==> src/rtl/rigid_polygon_step_with_aabb_top_macros.svh <==
// assertion macros for the rigid polygon step block
// expects signals named clk and rst_n in the scope of use
`ifndef RIGID_POLYGON_STEP_WITH_AABB_TOP_MACROS_SVH
`define RIGID_POLYGON_STEP_WITH_AABB_TOP_MACROS_SVH

// same-cycle implication, checked outside reset
`define RPS_ASSERT_IMP(lbl, ant, cons, msg) \
  lbl: assert property (@(posedge clk) disable iff (!rst_n) (ant) |-> (cons)) else $error(msg);

// next-cycle implication, checked outside reset
`define RPS_ASSERT_NXT(lbl, ant, cons, msg) \
  lbl: assert property (@(posedge clk) disable iff (!rst_n) (ant) |=> (cons)) else $error(msg);

`endif

==> src/rtl/rps_pkg.sv <==
// shared types, constants and arithmetic helpers of the rigid polygon step block
// no dependencies
`default_nettype none

package rps_pkg;

  // vertex ring size
  localparam int MAX_V = 16;
  // ring length including the two rotate stages
  localparam int RING_LEN = MAX_V + 2;
  // count at which the bounding box is final
  localparam int FINISH = MAX_V + 4;
  localparam int CNT_W = $clog2(FINISH + 1);
  localparam int NV_W = $clog2(MAX_V + 1);

  // configuration register indexes
  localparam logic [2:0] CFG_VERTEX_COUNT = 3'd0;
  localparam logic [2:0] CFG_VEL_X        = 3'd1;
  localparam logic [2:0] CFG_VEL_Y        = 3'd2;
  localparam logic [2:0] CFG_COS_STEP     = 3'd3;
  localparam logic [2:0] CFG_SIN_STEP     = 3'd4;
  localparam logic [2:0] CFG_START_X      = 3'd5;
  localparam logic [2:0] CFG_START_Y      = 3'd6;

  // input function codes
  localparam logic FUNC_LOAD = 1'b0;
  localparam logic FUNC_TICK = 1'b1;

  // register reset values
  localparam logic [4:0]         VCOUNT_RST = 5'd4;
  localparam logic signed [15:0] COS_RST    = 16'sh7FFF;
  localparam logic [4:0]         VCOUNT_MIN = 5'd3;

  typedef struct packed {
    logic signed [31:0] x;
    logic signed [31:0] y;
  } vertex_t;

  typedef struct packed {
    logic signed [15:0] min_x;
    logic signed [15:0] min_y;
    logic signed [15:0] max_x;
    logic signed [15:0] max_y;
  } box_t;

  // ring shift control toward the rotate unit
  typedef struct packed {
    logic shift;
    logic apply;
  } rot_ctl_t;

  // bounding box accumulator control
  typedef struct packed {
    logic clear;
    logic vld;
  } box_ctl_t;

  // saturate a 34 bit value to signed 32 bits
  function automatic logic signed [31:0] sat32(input logic signed [33:0] v);
    logic signed [31:0] r;
    if (v[33:31] == 3'b000 || v[33:31] == 3'b111) begin
      r = v[31:0];
    end else if (v[33]) begin
      r = 32'sh8000_0000;
    end else begin
      r = 32'sh7FFF_FFFF;
    end
    return r;
  endfunction

  // Q16.16 truncated toward zero, saturated to signed 16 bits
  function automatic logic signed [15:0] trunc16(input logic signed [32:0] s);
    logic signed [32:0] t;
    logic signed [16:0] q;
    logic signed [15:0] r;
    t = s + (s[32] ? 33'sh0_0000_FFFF : 33'sh0);
    q = t[32:16];
    if (q[16] == q[15]) begin
      r = q[15:0];
    end else if (q[16]) begin
      r = 16'sh8000;
    end else begin
      r = 16'sh7FFF;
    end
    return r;
  endfunction

endpackage

`default_nettype wire

==> src/rtl/rps_cell.sv <==
// one vertex cell of the ring: holds an offset pair, loads or shifts from its neighbor
// depends on rps_pkg
`default_nettype none

module rps_cell (
  input  wire logic            clk,
  input  wire logic            shift_en,
  input  wire rps_pkg::vertex_t shift_in,
  input  wire logic            load_en,
  input  wire rps_pkg::vertex_t load_val,
  output rps_pkg::vertex_t     val
);

  rps_pkg::vertex_t val_r;

  // direct load when idle, neighbor shift during a tick
  always_ff @(posedge clk) begin
    if (load_en) begin
      val_r <= load_val;
    end else if (shift_en) begin
      val_r <= shift_in;
    end
  end

  assign val = val_r;

endmodule

`default_nettype wire

==> config.mk <==
export PLATFORM = sky130hd
export DESIGN_NAME = rps_cell
export DESIGN_NICKNAME = d
export VERILOG_FILES = /design/src/rtl/rigid_polygon_step_with_aabb_top_macros.svh /design/src/rtl/rps_pkg.sv /design/src/rtl/rps_cell.sv
export SDC_FILE = /design/constraint.sdc
export NUM_CORES = 1
export LEC_CHECK = 0
export ABC_AREA = 1
export ABC_CLOCK_PERIOD_IN_PS = 2100
export BUFFER_PORTS_ARGS = -buffer_cell sky130_fd_sc_hd__clkbuf_2
export CAP_MARGIN = 25
export CORE_ASPECT_RATIO = 0.7
export CORE_MARGIN = 2
export CORE_UTILIZATION = 35
export CTS_BUF_LIST = sky130_fd_sc_hd__clkbuf_4 sky130_fd_sc_hd__clkbuf_8 sky130_fd_sc_hd__clkbuf_16
export DETAILED_ROUTE_END_ITERATION = 10
export PLACE_DENSITY = 0.7
export SYNTH_ARGS = -nofsm -noshare
export SYNTH_HDL_FRONTEND = slang
export SYNTH_SLANG_ARGS = --single-unit
==> constraint.sdc <==
create_clock -name clk -period 2.1 [get_ports clk]
set_input_delay 0.42 -clock clk [delete_from_list [all_inputs] [get_ports clk]]
set_output_delay 0.42 -clock clk [all_outputs]
set_load 0.005 [all_outputs]
==> impl_metrics.ini <==
[global_routing]
grt_pass1_vias = 2312
grt_max_degree = 65
track_usage = 0.154
gr-total-overflow = 0
antenna_found_initial = 0
grt_pass1_wl_microns = 10000

[floorplanning]
die_x_microns = 110
ios = 195
die_h_microns = 78.2
rows = 27
dieArea_sq_um = 8610
start_util = 0.356
coreArea_sq_um = 7740

[sta]
setup_viol = 0
final_max_slew_viol_count = 0
fin_crit_sh = 0.649
fmax_ghz = 0.734
slew_headroom = 0.334
period_needed_ns = 1.36
worst_pin_slew_ns = 0.997
finalWorstSetupSlack_ns = 0.737
setup_tns_ns = 0
rsz0062_at_grt = false
hold_violations = 0

[route]
vias = 2453
post_drt_via_cell_ratio = 4.29
drc = 0
wire_per_inst_microns = 11.4
first_pass_iters = 4
drtIter0Drc = 71
ant_nets = 0
routed_wl_microns = 6540

[power]
peakVddDrop_v = 0.000384
pwr-share-clk = 0.327
p_comb_frac = 0.144
p_leak_uw = 0.00215
seqPwrFrac = 0.530
power.density_nw_per_um2 = 767
netSwitchingPower_uw = 687
sw_frac_of_total = 0.226
internal_power_uw = 2350

[clock_tree]
cts_resized = 0
cts_buffers = 9
path_clk_slew_ns = 0.07
cts_max_level = 3
cts_tree = built
cts-root-buf = clkbuf_8
ctsHoldBuffers = 0
post-cts-setup-buffers = 0
clockBufferDepth = 2
cts.sinks = 64

[placement]
detailed_place_hpwl_microns = 4870
io_buffers = 194
place_inst = 556
gp_congestion = 0.781
post-place-ws_ns = 0.384
place_area_sq_um = 3770

[critical_path]
crit_type = in2reg
crit_fanout = 64
required_ns = 2.05
crit_chain = clkbuf_2 -> or2_2 -> buf_4
cp_slowest_stage_delay_ns = 0.61
cp.arrival_ns = 1.31
cp_top_family = buffers and inverters
cp_slowest_cell = buf_4
critPathBufInv = 2
end_kind = register
startpoint_type = primary input

[synth]
synth_top_cells_by_count = nand2_1, edfxtp_1, buf_2
synth_area_leaders = edfxtp_1, nand2_1, buf_6
synth_cells = 271
synth.yosys.warnings = 0
ys.flop_type = edfxtp_1
synth_cell_types = 6
postSynth.asyncResetShare = 0
synth.net_count = 402
avgSynthCellArea_sq_um = 10.2
synth_area_sq_um = 2760
synth_most_common_cell = nand2_1
synth_top_area_cell = edfxtp_1
ys_seq_elements = 64
synth_top_area_frac = 0.698
ys_seq_area_frac = 0.698
synth_edf_count = 64

[finish]
fin_nets = 597
largest_reg_flops = 64
drive_above_1_share = 0.452
design_area_sq_um = 3960
synthToLayoutAreaGrowth_pct = 43.7
instances_no_fill = 572
diodes = 0

[run]
cap_violations = 0

[hold_path]
hold_class = in2reg

[run_status]
status = complete, no violations
[area by class of cell]
| cell class | instances | area, sq um |
|---|---|---|
| clock buffer | 11 | 139 |
| clock inverter | 5 | 47.5 |
| fill | 707 | 3780 |
| inverter | 1 | 3.75 |
| multi-input combinational | 193 | 727 |
| sequential | 64 | 1920 |
| tap | 101 | 126 |
| timing repair buffer | 197 | 993 |
[final timing paths]
kind	start	to	slack (ns)	cells past startpoint
hold / removal	shift_in[57]	val[57]$_DFFE_PP_	0.35	3
setup / recovery	load_en	val[5]$_DFFE_PP_	0.74	3
[power by group through the flow]
stage | logic (uW) | clock network, uW | registers, uW
after floorplan | 141 | 0 | 1650
after global placement | 437 | 0 | 1630
after detailed placement | 445 | 0 | 1640
after CTS | 445 | 1030 | 1610
after global routing | 497 | 1080 | 1620
final | 436 | 992 | 1610
[cells by family after synthesis]
logic type,after synthesis,share of synthesized area
flops,64,0.698
simple gates,193,0.264
buf+inv,14,0.0386
[placed cells by master (no fill, tap or decap)]
cell	count
clkbuf_2	194
buf_4	3
clkinv_1	2
bufinv_16	1
edfxtp_1	64
clkbuf_8	9
clkbuf_4	2
inv_2	1
or2_2	1
clkinv_2	2
nand2_1	192
[per-stage QoR]
step	total power (uW)	util	hold WS (ns)
2_1_floorplan	1790	-	0.599
6_report	3040	0.512	0.353
4_1_cts	3090	0.512	0.333
3_5_place_dp	2080	0.488	0.688
3_3_place_gp	2070	0.488	0.685
5_1_grt	3200	0.512	0.328
[per-layer routing]
metal	track usage	up-vias	wire (microns)
met5	0	-	0
li1	-	1256	-
met4	0.0633	0	121
met2	0.276	114	3280
met3	0.0673	14	644
met1	0.156	1069	2500
Power figures use the tool's default switching activity.
