==> config.mk <==
export PLATFORM = sky130hd
export DESIGN_NAME = rps_box
export DESIGN_NICKNAME = d
export VERILOG_FILES = /design/src/rtl/rigid_polygon_step_with_aabb_top_macros.svh /design/src/rtl/rps_pkg.sv /design/src/rtl/rps_box.sv
export SDC_FILE = /design/constraint.sdc
export NUM_CORES = 1
export LEC_CHECK = 0
export BUFFER_PORTS_ARGS = -buffer_cell sky130_fd_sc_hd__buf_4
export CORE_UTILIZATION = 55
export CTS_CLUSTER_DIAMETER = 50
export DETAILED_ROUTE_END_ITERATION = 8
export HOLD_SLACK_MARGIN = 0.12
export PLACE_DENSITY = 0.89
export SYNTH_ARGS = -nofsm -noshare
export SYNTH_HDL_FRONTEND = slang
export SYNTH_SLANG_ARGS = --single-unit
==> constraint.sdc <==
create_clock -name clk -period 7.53 [get_ports clk]
set_input_delay 0.753 -clock clk [delete_from_list [all_inputs] [get_ports clk]]
set_output_delay 0.753 -clock clk [all_outputs]
set_load 0.005 [all_outputs]
==> src/rtl/rigid_polygon_step_with_aabb_top_macros.svh <==
// assertion macros for the rigid polygon step block
// expects signals named clk and rst_n in the scope of use
`ifndef RIGID_POLYGON_STEP_WITH_AABB_TOP_MACROS_SVH
`define RIGID_POLYGON_STEP_WITH_AABB_TOP_MACROS_SVH

// same-cycle implication, checked outside reset
`define RPS_ASSERT_IMP(lbl, ant, cons, msg) \
  lbl: assert property (@(posedge clk) disable iff (!rst_n) (ant) |-> (cons)) else $error(msg);

// next-cycle implication, checked outside reset
`define RPS_ASSERT_NXT(lbl, ant, cons, msg) \
  lbl: assert property (@(posedge clk) disable iff (!rst_n) (ant) |=> (cons)) else $error(msg);

`endif

==> src/rtl/rps_pkg.sv <==
// shared types, constants and arithmetic helpers of the rigid polygon step block
// no dependencies
`default_nettype none

package rps_pkg;

  // vertex ring size
  localparam int MAX_V = 16;
  // ring length including the two rotate stages
  localparam int RING_LEN = MAX_V + 2;
  // count at which the bounding box is final
  localparam int FINISH = MAX_V + 4;
  localparam int CNT_W = $clog2(FINISH + 1);
  localparam int NV_W = $clog2(MAX_V + 1);

  // configuration register indexes
  localparam logic [2:0] CFG_VERTEX_COUNT = 3'd0;
  localparam logic [2:0] CFG_VEL_X        = 3'd1;
  localparam logic [2:0] CFG_VEL_Y        = 3'd2;
  localparam logic [2:0] CFG_COS_STEP     = 3'd3;
  localparam logic [2:0] CFG_SIN_STEP     = 3'd4;
  localparam logic [2:0] CFG_START_X      = 3'd5;
  localparam logic [2:0] CFG_START_Y      = 3'd6;

  // input function codes
  localparam logic FUNC_LOAD = 1'b0;
  localparam logic FUNC_TICK = 1'b1;

  // register reset values
  localparam logic [4:0]         VCOUNT_RST = 5'd4;
  localparam logic signed [15:0] COS_RST    = 16'sh7FFF;
  localparam logic [4:0]         VCOUNT_MIN = 5'd3;

  typedef struct packed {
    logic signed [31:0] x;
    logic signed [31:0] y;
  } vertex_t;

  typedef struct packed {
    logic signed [15:0] min_x;
    logic signed [15:0] min_y;
    logic signed [15:0] max_x;
    logic signed [15:0] max_y;
  } box_t;

  // ring shift control toward the rotate unit
  typedef struct packed {
    logic shift;
    logic apply;
  } rot_ctl_t;

  // bounding box accumulator control
  typedef struct packed {
    logic clear;
    logic vld;
  } box_ctl_t;

  // saturate a 34 bit value to signed 32 bits
  function automatic logic signed [31:0] sat32(input logic signed [33:0] v);
    logic signed [31:0] r;
    if (v[33:31] == 3'b000 || v[33:31] == 3'b111) begin
      r = v[31:0];
    end else if (v[33]) begin
      r = 32'sh8000_0000;
    end else begin
      r = 32'sh7FFF_FFFF;
    end
    return r;
  endfunction

  // Q16.16 truncated toward zero, saturated to signed 16 bits
  function automatic logic signed [15:0] trunc16(input logic signed [32:0] s);
    logic signed [32:0] t;
    logic signed [16:0] q;
    logic signed [15:0] r;
    t = s + (s[32] ? 33'sh0_0000_FFFF : 33'sh0);
    q = t[32:16];
    if (q[16] == q[15]) begin
      r = q[15:0];
    end else if (q[16]) begin
      r = 16'sh8000;
    end else begin
      r = 16'sh7FFF;
    end
    return r;
  endfunction

endpackage

`default_nettype wire

==> src/rtl/rps_box.sv <==
// bounding box path: center add, integer truncation, running min and max
// depends on rps_pkg
`default_nettype none

module rps_box (
  input  wire logic              clk,
  input  wire logic              rst_n,
  input  wire rps_pkg::box_ctl_t ctl,
  input  wire rps_pkg::vertex_t  center,
  input  wire rps_pkg::vertex_t  vin,
  output rps_pkg::box_t          box
);

  logic               b1_vld_r;
  logic signed [32:0] sum_x_r, sum_y_r;
  logic               b2_vld_r;
  logic signed [15:0] bx_r, by_r;
  rps_pkg::box_t      acc_r;

  always_ff @(posedge clk) begin
    if (!rst_n) begin
      b1_vld_r <= 1'b0;
      b2_vld_r <= 1'b0;
    end else begin
      b1_vld_r <= ctl.vld;
      b2_vld_r <= b1_vld_r;
    end
  end

  // absolute vertex position, exact 33 bits
  always_ff @(posedge clk) begin
    if (ctl.vld) begin
      sum_x_r <= 33'(center.x) + 33'(vin.x);
      sum_y_r <= 33'(center.y) + 33'(vin.y);
    end
  end

  // truncate to integer
  always_ff @(posedge clk) begin
    if (b1_vld_r) begin
      bx_r <= rps_pkg::trunc16(sum_x_r);
      by_r <= rps_pkg::trunc16(sum_y_r);
    end
  end

  // running extremes, reopened at each tick
  always_ff @(posedge clk) begin
    if (!rst_n || ctl.clear) begin
      acc_r.min_x <= 16'sh7FFF;
      acc_r.min_y <= 16'sh7FFF;
      acc_r.max_x <= 16'sh8000;
      acc_r.max_y <= 16'sh8000;
    end else if (b2_vld_r) begin
      if (bx_r < acc_r.min_x) acc_r.min_x <= bx_r;
      if (by_r < acc_r.min_y) acc_r.min_y <= by_r;
      if (bx_r > acc_r.max_x) acc_r.max_x <= bx_r;
      if (by_r > acc_r.max_y) acc_r.max_y <= by_r;
    end
  end

  assign box = acc_r;

endmodule

`default_nettype wire

==> results.toml <==
[grt]
grt_usage_pct = 24.6
grt_pass1_wl_mm = 43.7
overflow = 0
grt_max_degree = 68
antenna_found_initial = 0
number_of_global_route_vias_before_repair = 9357

[timing]
period_utilization_pct = 49.8
fmaxAchievable_mhz = 266
hold-worst-slack_ns = 0.486
timing.final.max_slew_violations = 0
grt_setup_unrepaired = "false"
maxSlewHeadroom_pct = 9.52
fin_worst_skew_ns = 0.00695
worstMarginPinSlew_ns = 1.35
final.setup.tns_ns = 0
count_of_endpoints_failing_setup_in_the_final_report = 0
final_period_demand_of_the_worst_path_ns = 3.75
finalHoldViolCount = 0
postLayoutSetupSlackWorst_ns = 3.78

[pwr]
clkPwrFrac_pct = 30.4
power_per_cell_area_nw_per_um2 = 194
power.ir.vdd_worst_uv = 101
power.sequential.fraction_pct = 43.1
p_int_mw = 1.88
leak_nw = 6.03
comb_power_share_pct = 26.5
switching_share_pct = 30.6
p_sw_mw = 0.829

[worst_setup_path]
required_ns = 7.71
reg2reg_from = "sum_x_r[32]$_DFFE_PP_"
endpoint_kind = "register"
path_type_of_the_worst_setup_path = "register to register"
timing.critical_path.from_type = "register"
arrival_ns = 3.94
reg2reg_setup_slack_ns = 3.78
worst_r2r_path_depth = 9
path_max_fanout = 21
reg2reg_to = "bx_r[13]$_DFFE_PP_"

[place]
globalplace.congestion = 0.877
detailed_placement_hpwl_mm = 20.6
numPortBuffers = 195
detailedPlace.worstSlack_ns = 3.76

[cts]
numCtsBuffers = 17
worst_setup_hold_path_clk_slew_ns = 0.07
htree_levels = 4
clock_tree_from_tritoncts = "done"
tritoncts_num_sinks = 164
post_cts_hold_buffer_count = 0
post_cts_resized = 0
postCtsSetupBuffers = 0
clock_latency_ns = 0.44
clock-root-buffer = "clkbuf_16"
clock_path_buffers = 2

[outcome]
run_status = "finished clean"

[synthesis]
syn-instance-count = 1216
mapped_area_um2 = 11700
synth_simple_gate_area_share_pct = 12.8
ys_seq_elements = 164
synth_compound_area_share_pct = 23.2
yosys-mux-area-fraction_pct = 0.597
share_of_synthesized_cell_area_in_full_adder_half_adder_and_majority_cells_pct = 17.0
number_of_flops_mapped_to_enable_cells_by_yosys = 98
synth.distinct_cells = 77
yosysWarnings = 0
synth_xor_xnor_area_share_pct = 6.12
ys_dominant_reg_cell = "edfxtp_1"
syn-mean-instance-area_um2 = 9.65
part_of_the_yosys_area_used_for_sequential_elements_pct = 36.3
synth_top_family_by_area = "compound AO/OA/AOI/OAI gates"
proportion_of_register_bits_with_asynchronous_set_or_reset_after_synthesis_pct = 0
synthesis.nets = 1506

[die]
initial_core_util_pct = 56.0
die_width_um = 148
design.die.area_um2 = 21900
dieHeight_um = 148
placement_rows = 53
top_level_ports = 196
coreArea_um2 = 21000

[run]
drv_cap = 0

[routing]
wirelength_mm = 26.5
drtIter0Drc = 673
route.vias.total = 9918
postRouteAntennaNets = 0
dr.pass1.iters = 8
avgRoutedWirePerCell_um = 15.7
remaining_drc_errors = 0
drt-vias-per-instance = 5.88

[finish]
final.fill_count = 1643
area_delta_synth_final_pct = 19.1
antenna_cells_inserted = 0
fin_nets = 1689
layout_cells_sized_above_1_pct = 20.9

[min_path]
hold_crit_path_type = "register to register"
hold-path-cell-count = 2
holdPathEnd = "box[12]$_SDFFE_PP0P_"
hold_path_startpoint = "box[12]$_SDFFE_PP0P_"
[worst max-delay path: stages, from the launching register on]
cell       delay [ns]
edfxtp_1         0.81
ha_1             0.39
a21oi_1          0.14
o21ai_1          0.10
a2111oi_2        0.44
nor3_2           0.11
o2111ai_2        0.29
mux2i_2          0.86
o21ai_0          0.18
nor2b_1          0.18
[worst max path at each step]
stage                                      from  slack, ns  cells after the start               endpoint
after CTS                 sum_x_r[32]$_DFFE_PP_       3.75                      9     bx_r[13]$_DFFE_PP_
after floorplan                       center[0]       4.43                     10  sum_y_r[26]$_DFFE_PP_
after global routing      sum_x_r[32]$_DFFE_PP_       3.44                      9     bx_r[13]$_DFFE_PP_
final                     sum_x_r[32]$_DFFE_PP_       3.78                      9     bx_r[13]$_DFFE_PP_
after global placement    sum_x_r[32]$_DFFE_PP_       3.92                      9     bx_r[13]$_DFFE_PP_
after detailed placement  sum_x_r[32]$_DFFE_PP_       3.76                      9     bx_r[13]$_DFFE_PP_
[cells in the mapped netlist (9+ instances only)]
master	n	share of area, %
nand4_1	25	1.3
and3_1	16	0.85
o21ai_1	9	0.38
ha_1	156	17
nor2_1	44	1.4
inv_1	77	2.5
a31oi_1	21	1.1
a21oi_1	116	4.9
o21ai_0	75	3.2
o21ai_2	13	0.97
a21o_1	53	3.4
dfxtp_1	66	11
nand3_1	59	2.5
nand2_1	78	2.5
clkbuf_1	21	0.67
xnor2_1	45	3.4
nand2b_1	9	0.48
a211oi_1	13	0.83
xor2_1	37	2.8
nor2b_1	11	0.59
edfxtp_1	98	25
o211ai_1	22	1.4
nor3_1	24	1.0
[routing by layer]
| metal | routed length [µm] | share of wire (%) | vias up | GRT usage (%) |
|---|---|---|---|---|
| li1 | - | - | 4936 | - |
| met4 | 620 | 2.3 | 0 | 8.92 |
| met5 | 0 | 0 | - | 0 |
| met3 | 1880 | 7.1 | 50 | 5.64 |
| met1 | 11200 | 42 | 4595 | 30.5 |
| met2 | 12700 | 48 | 337 | 41.9 |
[through the flow]
stage	power (mW)	cell area, µm²	cells	utilization, %
floorplan	1.68	11700	1216	-
global placement	1.86	13400	1655	64.0
detailed placement	1.89	13400	1655	64.0
CTS	2.71	14000	1687	66.7
global route	2.85	14000	1687	66.7
finish	2.71	14000	1687	66.7
[power by group through the flow]
stage | Clock (mW) | Sequential, mW | Combinational, mW
finish | 0.823 | 1.17 | 0.719
global route | 0.862 | 1.18 | 0.809
CTS | 0.828 | 1.16 | 0.717
detailed placement | 0 | 1.18 | 0.710
global placement | 0 | 1.18 | 0.679
floorplan | 0 | 1.15 | 0.532
[cell families (layout without fill, tap and decap cells)]
group / Yosys count / in the layout
compound gates: 397 / 397
xor+xnor: 82 / 82
fa+ha+maj: 158 / 158
buf+inv: 112 / 308
flops: 164 / 164
mux: 6 / 6
simple gates: 297 / 297
[layout make-up]
type	count	area (µm²)	share of cell area, %
timing repair buffer	199	1490	10.7
tap	275	344	2.46
clock buffer	19	453	3.24
sequential	164	4260	30.5
clock inverter	13	109	0.779
multi-input combinational	940	7020	50.3
inverter	77	289	2.07
[sequential cells by signal (all words and copies together) (netlist names)]
signal / count
box: 64
sum_x_r: 33
bx_r: 16
sum_y_r: 33
b1_vld_r: 1
by_r: 16
b2_vld_r: 1
[cells in the final DEF, fill, tap and decap left out, types with 4 or more instances in the layout]
cell type,Yosys,layout
a31o_2,4,4
nor2b_1,11,10
inv_1,77,77
and2_1,8,8
nand2b_1,9,9
buf_4,2,199
nand4_1,25,25
a21oi_2,4,4
o21a_1,8,8
a31oi_1,21,20
a221oi_2,4,4
and4_1,6,6
a2111oi_0,6,6
and3_1,16,16
o21ai_0,75,75
o21ai_2,13,14
xor2_1,37,37
xnor2_1,45,45
clkbuf_16,0,17
nand2_1,78,78
a21oi_1,116,116
ha_1,156,156
o211ai_1,22,22
clkinvlp_4,0,4
a211oi_1,13,13
a211oi_2,4,4
nand3_1,59,59
edfxtp_1,98,98
nor3_1,24,24
a21o_1,53,53
nor2_1,44,44
o21bai_1,8,8
o21ai_1,9,8
dfxtp_1,66,66
Power figures use the tool's default switching activity.
